===== config.mk =====
export PLATFORM = sky130hd
export DESIGN_NAME = gmsp_cell
export DESIGN_NICKNAME = d
export VERILOG_FILES = /design/src/rtl/assert_macros.svh /design/src/rtl/gmsp_pkg.sv /design/src/rtl/gmsp_cell.sv
export SDC_FILE = /design/constraint.sdc
export NUM_CORES = 1
export LEC_CHECK = 0
export ABC_CLOCK_PERIOD_IN_PS = 2900
export BUFFER_PORTS_ARGS = -buffer_cell sky130_fd_sc_hd__buf_2
export CAP_MARGIN = 20
export CELL_PAD_IN_SITES_DETAIL_PLACEMENT = 2
export CELL_PAD_IN_SITES_GLOBAL_PLACEMENT = 2
export CORE_MARGIN = 3
export CORE_UTILIZATION = 29
export DETAILED_ROUTE_END_ITERATION = 7
export HOLD_SLACK_MARGIN = 0.06
export PLACE_DENSITY_LB_ADDON = 0.1
export SYNTH_ARGS = -nofsm -noshare
export SYNTH_HDL_FRONTEND = slang
export SYNTH_SLANG_ARGS = --single-unit

===== constraint.sdc =====
create_clock -name clock -period 2.9 [get_ports clock]
set_input_delay 0.29 -clock clock [delete_from_list [all_inputs] [get_ports clock]]
set_output_delay 0.29 -clock clock [all_outputs]
set_load 0.02 [all_outputs]

===== src/rtl/assert_macros.svh =====
`ifndef ASSERT_MACROS_SVH
`define ASSERT_MACROS_SVH
`ifndef SYNTHESIS
`define GMSP_ASSERT(label, clk, rst, prop, msg) \
   label: assert property (@(posedge clk) disable iff (rst) prop) else $error(msg);
`define GMSP_ASSERT_ALWAYS(label, clk, prop, msg) \
   label: assert property (@(posedge clk) prop) else $error(msg);
`else
`define GMSP_ASSERT(label, clk, rst, prop, msg)
`define GMSP_ASSERT_ALWAYS(label, clk, prop, msg)
`endif
`endif


===== src/rtl/gmsp_pkg.sv =====
`default_nettype none

package gmsp_pkg;

   localparam int unsigned DATA_W = 32;
   localparam int unsigned ADDR_W = 3;
   localparam int unsigned CFG_W = 7;
   localparam int unsigned LEN_W = 12;
   localparam int unsigned REG_IDX_W = 1;

   localparam logic [LEN_W-1:0] DIST_MAX = 12'hFFF;
   localparam logic [CFG_W-1:0] DIM_RESET = 7'd5;

   localparam logic [REG_IDX_W-1:0] REG_ROWS = 1'b0;
   localparam logic [REG_IDX_W-1:0] REG_COLS = 1'b1;

   typedef enum logic [1:0] {
      ST_LOAD,
      ST_SWEEP,
      ST_SEARCH
   } gmsp_state_type;

   typedef struct packed {
      logic seed;
      logic step;
      logic wr_valid;
      logic wr_bit;
   } gmsp_cell_ctl_type;

   typedef struct packed {
      logic busy;
      logic wr_valid;
      logic wr_bit;
   } gmsp_sweep_type;

endpackage

`default_nettype wire


===== src/rtl/gmsp_cell.sv =====
`default_nettype none

module gmsp_cell import gmsp_pkg::*; #(
   parameter int unsigned MAX_ROWS = 64,
   parameter int unsigned MAX_COLS = 64,
   parameter int unsigned ROW_IDX = 0,
   localparam int unsigned RW = $clog2(MAX_ROWS),
   localparam int unsigned CW = $clog2(MAX_COLS)
) (
   input  logic                clock,
   input  gmsp_cell_ctl_type   ctl,
   input  logic [RW-1:0]       wr_row,
   input  logic [CW-1:0]       wr_col,
   input  logic [RW-1:0]       last_row,
   input  logic [CW-1:0]       last_col,
   input  logic [MAX_COLS-1:0] col_mask,
   input  logic [MAX_COLS-1:0] reach_above,
   input  logic [MAX_COLS-1:0] reach_below,
   output logic [MAX_COLS-1:0] reach_out,
   output logic                hit
);

   localparam logic [MAX_COLS-1:0] SEED = (ROW_IDX == 0) ? MAX_COLS'(1) : '0;

   logic [MAX_COLS-1:0] open_ff;
   logic [MAX_COLS-1:0] open_in;
   logic [MAX_COLS-1:0] reach_ff;
   logic [MAX_COLS-1:0] reach_in;
   logic [MAX_COLS-1:0] neigh;
   logic                row_active;

   always_comb begin
      row_active = (RW'(ROW_IDX) <= last_row);
      neigh = {reach_ff[MAX_COLS-2:0], 1'b0} | {1'b0, reach_ff[MAX_COLS-1:1]} |
              reach_above | reach_below;
      reach_in = reach_ff | (neigh & open_ff & col_mask & {MAX_COLS{row_active}});
      open_in = open_ff;
      if (ctl.wr_valid && (wr_row == RW'(ROW_IDX))) begin
         open_in[wr_col] = ctl.wr_bit;
      end
   end

   always_ff @(posedge clock) begin
      open_ff <= open_in;
      if (ctl.seed) begin
         reach_ff <= SEED;
      end else if (ctl.step) begin
         reach_ff <= reach_in;
      end
   end

   assign reach_out = reach_ff;
   assign hit = reach_ff[last_col] && (last_row == RW'(ROW_IDX));

endmodule

`default_nettype wire


==> flow_metrics.env, run 1 <==
export IMPL_outcome="complete, no violations"
export IMPL_ys_seq_area_frac=0.577
export IMPL_maxCapViolCount=0
export IMPL_min_from="col_mask[11]"
export IMPL_reg2reg_depth=3
export IMPL_whs_path_depth=3
export IMPL_ys_flop_type="edfxtp_1"
export IMPL_die_h_um=144
export IMPL_grt_pass1_wl_um=34400
export IMPL_drive_above_1_share=0.421
export IMPL_holdPathEnd="reach_out[11]"
export IMPL_crit_slowest_cell="mux4_1"
export IMPL_clock_path_buffers=2
export IMPL_final_period_utilization=0.829
export IMPL_fillers=2039
export IMPL_synth_nets=712
export IMPL_reg2reg_slack_ns=1.48
export IMPL_max_slew_worst_pin_slew_ns=1.10
export IMPL_rows=49
export IMPL_post_cts_buffers=0
export IMPL_antenna_found_initial=0
export IMPL_ant_nets=0
export IMPL_dieWidth_um=144
export IMPL_crit_required_ns=2.61
export IMPL_drtIter0Drc=305
export IMPL_power_density_nw_per_um2=578
export IMPL_hold_ws_ns=0.168
export IMPL_totalWireLength_um=23000
export IMPL_via_per_inst=5.39
export IMPL_ctsHoldBuffers=0
export IMPL_vias=5458
export IMPL_cp_max_fo=18
export IMPL_slew_limit_headroom=0.264
export IMPL_drc=0
export IMPL_diodes=0
export IMPL_first_pass_iters=4
export IMPL_final_common_cell="buf_2"
export IMPL_grt_max_degree=65
export IMPL_post_dp_hpwl_um=17400
export IMPL_yosysWarnings=0
export IMPL_p_leak_uw=0.00319
export IMPL_finalSetupViolCount=0
export IMPL_track_usage=0.219
export IMPL_cts_made_buffers=17
export IMPL_ctsHtreeMaxLevel=4
export IMPL_core_um2=18400
export IMPL_synthToLayoutAreaGrowth_pct=38.9
export IMPL_die_area_um2=20800
export IMPL_reg2reg_to="reach_out[32]"
export IMPL_regArea_um2=3200
export IMPL_hold_violations=0
export IMPL_ir_drop_mv=0.358
export IMPL_syn_area_um2=5550
export IMPL_path_clk_slew_ns=0.06
export IMPL_async_reset_ff_frac=0
export IMPL_final_setup_tns_ns=0
export IMPL_synth_edff_count=64
export IMPL_end_kind="primary output"
export IMPL_synth_cell_types=34
export IMPL_cts_resized_gates=0
export IMPL_rsz0062_at_grt="false"
export IMPL_yosys_register_bits=128
export IMPL_crit_path_frequent_cell="buf_2"
export IMPL_numPortBuffers=285
export IMPL_cpPeakStageDelay_ns=0.63
export IMPL_cts_tree="built"
export IMPL_cp_arrival_ns=2.12
export IMPL_grt_overflow=0
export IMPL_rr_startpoint="reach_out[31]"
export IMPL_cts_sinks=128
export IMPL_final_cell_mix="285 x buf_2, 134 x nor2_1, 64 x edfxtp_1, 64 x dfxtp_1, 63 x a41oi_1"
export IMPL_crit_type="in -> out"
export IMPL_grt_pass1_vias=5940
export IMPL_gp_congestion=0.803
export IMPL_clock_skew_ns=0.00723
export IMPL_cts_root_buf="clkbuf_16"
export IMPL_hold_path_class="in -> reg"
export IMPL_final_min_clock_period_ns=2.41
export IMPL_nets=991
export IMPL_insertion_delay_ns=0.41
export IMPL_worstPathCellList="buf_2, mux4_1, nor4_1, nor4b_1, nand4_1, nand3_1, buf_2"
export IMPL_fmax_mhz=416
export IMPL_timing_final_max_slew_violations=0
export IMPL_avgSynthCellArea_um2=11.3
export IMPL_multi_input_area_um2=2210
export IMPL_start_util=0.302
export IMPL_wl_per_cell_um=22.8
export IMPL_ios=286
export IMPL_syn_inst=491
export IMPL_start_kind="input pin"
==> critical path, delay by kind of cell <==
| kind | cells | cell delay [ns] |
|---|---|---|
| buffers and inverters | 2 | 0.65 |
| and+or+nand+nor | 4 | 0.53 |
| muxes | 1 | 0.63 |
==> worst max path at each step <==
stage                      to  cells after the start         from  slack, ns
final                     hit                      7  last_col[1]       0.49
after global routing      hit                      7  last_col[1]       0.32
after CTS                 hit                      7  last_col[1]       0.44
after detailed placement  hit                      7  last_col[1]       0.45
after global placement    hit                      7  last_col[1]       0.52
after floorplan           hit                      6  last_col[1]       1.13
==> synth_stat cells, drive strengths merged (3+ instances only) <==
cell type,instances,share of area
dfxtp,64,0.23
nor3,4,0.0036
edfxtp,64,0.35
inv,3,0.0020
or4,62,0.084
mux4,14,0.059
a41oi,63,0.099
buf,7,0.010
nand3,6,0.0054
nand3b,3,0.0041
nor2,134,0.091
nand2,20,0.014
clkbuf,20,0.014
==> cell families after synthesis <==
| logic type | count (synthesis) | share of synthesized area |
|---|---|---|
| DFF | 128 | 0.577 |
| muxes | 18 | 0.0671 |
| AOI/OAI and AO/OA | 71 | 0.110 |
| buffers and inverters | 30 | 0.0261 |
| and+or+nand+nor | 244 | 0.220 |
==> cell type report <==
| cell class | instances | share of cell area |
|---|---|---|
| sequential | 128 | 0.415 |
| multi-input combinational | 333 | 0.286 |
| timing repair buffer | 287 | 0.187 |
| clock buffer | 24 | 0.0667 |
| tap | 229 | 0.0371 |
| clock inverter | 8 | 0.00665 |
| inverter | 3 | 0.00146 |
==> layer usage <==
layer	vias to the layer above	global-route usage	routed length, µm
li1	2504	-	-
met1	2742	0.286	9850
met2	200	0.377	11600
met3	12	0.0423	1370
met4	0	0.0501	178
met5	-	0	0
==> through the flow <==
step                      cell area [µm²]  cells  setup slack [ns]   util  power [µW]
after detailed placement             7150    980             0.445  0.389        2490
after CTS                            7710   1012             0.443  0.419        4520
final                                7710   1012             0.495  0.419        4450
after global placement               7150    980             0.521  0.389        2470
after global routing                 7710   1012             0.325  0.419        4640
after floorplan                      5550    491              1.13      -        2230
==> report_power, final <==
group	internal, µW	total [µW]	switching (µW)	leakage (µW)
clock network	1240	2010	771	0.000281
logic	219	456	237	0.00181
registers	1930	1990	55.3	0.00110
==> state kept, by name, indices dropped and copies added (netlist names) <==
register   count
open_ff       64
reach_out     64
No activity file was read; power rests on OpenSTA's default activity.
==> inputs of run 2 (changes only) <==
Settings changed: ABC_CLOCK_PERIOD_IN_PS 2900 to 2170, CORE_UTILIZATION 29 to 24.
Clock period 2.9 ns to 2.17 ns, I/O delays scaled along.
==> flow_metrics.env, run 2 (same netlist as run 1, synthesis figures left out) <==
export IMPL_outcome="complete, no violations"
export IMPL_reg2reg_slack_ns=0.72
export IMPL_ios=286
export IMPL_final_common_cell="buf_2"
export IMPL_fillers=2515
export IMPL_dieWidth_um=158
export IMPL_drtIter0Drc=387
export IMPL_grt_max_degree=65
export IMPL_drt_met1_wl_um=11200
export IMPL_hold_violations=0
export IMPL_nets=1012
export IMPL_drive_above_1_share=0.471
export IMPL_internal_power_uw=4710
export IMPL_cp_arrival_ns=1.95
export IMPL_slew_limit_headroom=0.619
export IMPL_power_density_nw_per_um2=772
export IMPL_timing_final_max_slew_violations=0
export IMPL_rsz0062_at_grt="true"
export IMPL_final_period_utilization=0.998
export IMPL_crit_type="reg -> out"
export IMPL_worstPathCellList="mux4_2, o22ai_2, a311oi_1, o211ai_1, nand3_2, buf_6"
export IMPL_rr_startpoint="reach_out[27]"
export IMPL_synthToLayoutAreaGrowth_pct=45.0
export IMPL_holdPathEnd="reach_out[38]"
export IMPL_vias=5588
export IMPL_track_usage=0.198
export IMPL_grt_overflow=0
export IMPL_reg2reg_to="reach_out[26]"
export IMPL_cp_num_buf_inv=1
export IMPL_hold_ws_ns=0.0864
export IMPL_max_slew_worst_pin_slew_ns=0.571
export IMPL_hold_path_class="in -> reg"
export IMPL_start_util=0.245
export IMPL_end_kind="primary output"
export IMPL_final_setup_tns_ns=0
export IMPL_grt_pass1_wl_um=36800
export IMPL_path_clk_slew_ns=0.06
export IMPL_ir_drop_mv=0.352
export IMPL_total_power_uw=6220
export IMPL_die_area_um2=25000
export IMPL_numPortBuffers=285
export IMPL_min_from="col_mask[38]"
export IMPL_totalWireLength_um=24800
export IMPL_clkPwrFrac=0.469
export IMPL_switchingPower_uw=1520
export IMPL_gp_congestion=0.732
export IMPL_final_cell_mix="284 x buf_2, 134 x nor2_1, 64 x edfxtp_1"
export IMPL_path_delay_family="multiplexers"
export IMPL_whs_path_depth=3
export IMPL_p_leak_uw=0.00331
export IMPL_cts_root_buf="clkbuf_16"
export IMPL_insertion_delay_ns=0.42
export IMPL_maxCapViolCount=0
export IMPL_wl_met2_um=11800
export IMPL_core_um2=22700
export IMPL_start_kind="flop"
export IMPL_diodes=0
export IMPL_post_dp_hpwl_um=18900
export IMPL_wl_per_cell_um=22.8
export IMPL_final_min_clock_period_ns=2.16
export IMPL_ant_nets=0
export IMPL_pwr_share_comb=0.103
export IMPL_fmax_mhz=462
export IMPL_top_layer_used="met4"
export IMPL_cts_made_buffers=17
export IMPL_route_met3_wl_um=1550
export IMPL_clock_skew_ns=0.00585
export IMPL_drc=0
export IMPL_first_pass_iters=4
export IMPL_crit_required_ns=1.95
export IMPL_crit_slowest_cell="mux4_2"
export IMPL_finalSetupViolCount=0
export IMPL_ctsHoldBuffers=0
export IMPL_grt_pass1_vias=5953
export IMPL_clock_path_buffers=2
export IMPL_rows=55
export IMPL_cts_sinks=128
export IMPL_reg2reg_depth=4
export IMPL_cts_tree="built"
export IMPL_power_frac_seq=0.429
export IMPL_post_cts_buffers=0
export IMPL_via_per_inst=5.13
export IMPL_antenna_found_initial=1
export IMPL_cp_max_fo=5
export IMPL_die_h_um=158
export IMPL_p_sw_frac=0.244
export IMPL_cpPeakStageDelay_ns=0.47
export IMPL_ctsHtreeMaxLevel=4
## run 2: cell count changes in the layout (fill, tap and decap cells not counted), moves of 2 or more
cell / change
buf_4: +20
bufinv_16: +3
clkbuf_16: -2
clkbuf_8: -2
clkinv_4: +2
dfxtp_1: -21
dfxtp_2: +20
## run 2: area by class of cell
class	count	area (µm²)	area share
sequential	128	3230	0.401
multi-input combinational	333	2240	0.278
timing repair buffer	308	1620	0.201
clock buffer	19	433	0.0538
tap	285	357	0.0443
clock inverter	13	164	0.0204
inverter	3	11.3	0.00140
## run 2: worst max-delay path by stage
stage,end,depth (start not counted),start,slack (ns)
after floorplan,hit,5,reach_out[6],0.53
after global placement,hit,8,last_col[1],0.18
after detailed placement,hit,8,last_col[1],0.18
after CTS,hit,6,reach_out[4],-0.01
after global routing,hit,6,reach_out[38],-0.13
final,hit,6,reach_out[4],0.005
## run 2: what timing repair did
| action | CTS | global route |
|---|---|---|
| gates resized for setup | 27 | 4 |
| pin swaps | 1 | 0 |
| setup endpoints to repair | 1 | 1 |
## run 2: tightest hold or removal path, stage by stage
cell,delay [ns]
buf_2,0.08
a41oi_1,0.10
nor2_1,0.08
## run 2: routing by layer
layer / vias up / GRT usage
li1: 2557 / -
met1: 2787 / 0.268
met2: 219 / 0.320
met3: 25 / 0.0446
met4: 0 / 0.0520
met5: - / 0
## run 2: through the flow
stage,setup WS [ns],instances,cell area [µm²],utilization
3_5_place_dp,0.184,1057,7390,0.325
5_1_grt,-0.127,1089,8050,0.355
3_3_place_gp,0.180,1057,7390,0.325
2_1_floorplan,0.531,491,5550,-
6_report,0.00505,1089,8050,0.355
4_1_cts,-0.0111,1089,8040,0.354
## run 2: power by group through the flow
stage / clock network [µW] / logic (µW) / registers (µW)
2_1_floorplan: 0 / 238 / 2740
3_3_place_gp: 0 / 622 / 2720
3_5_place_dp: 0 / 639 / 2720
4_1_cts: 2980 / 648 / 2670
5_1_grt: 3120 / 706 / 2680
6_report: 2910 / 639 / 2670
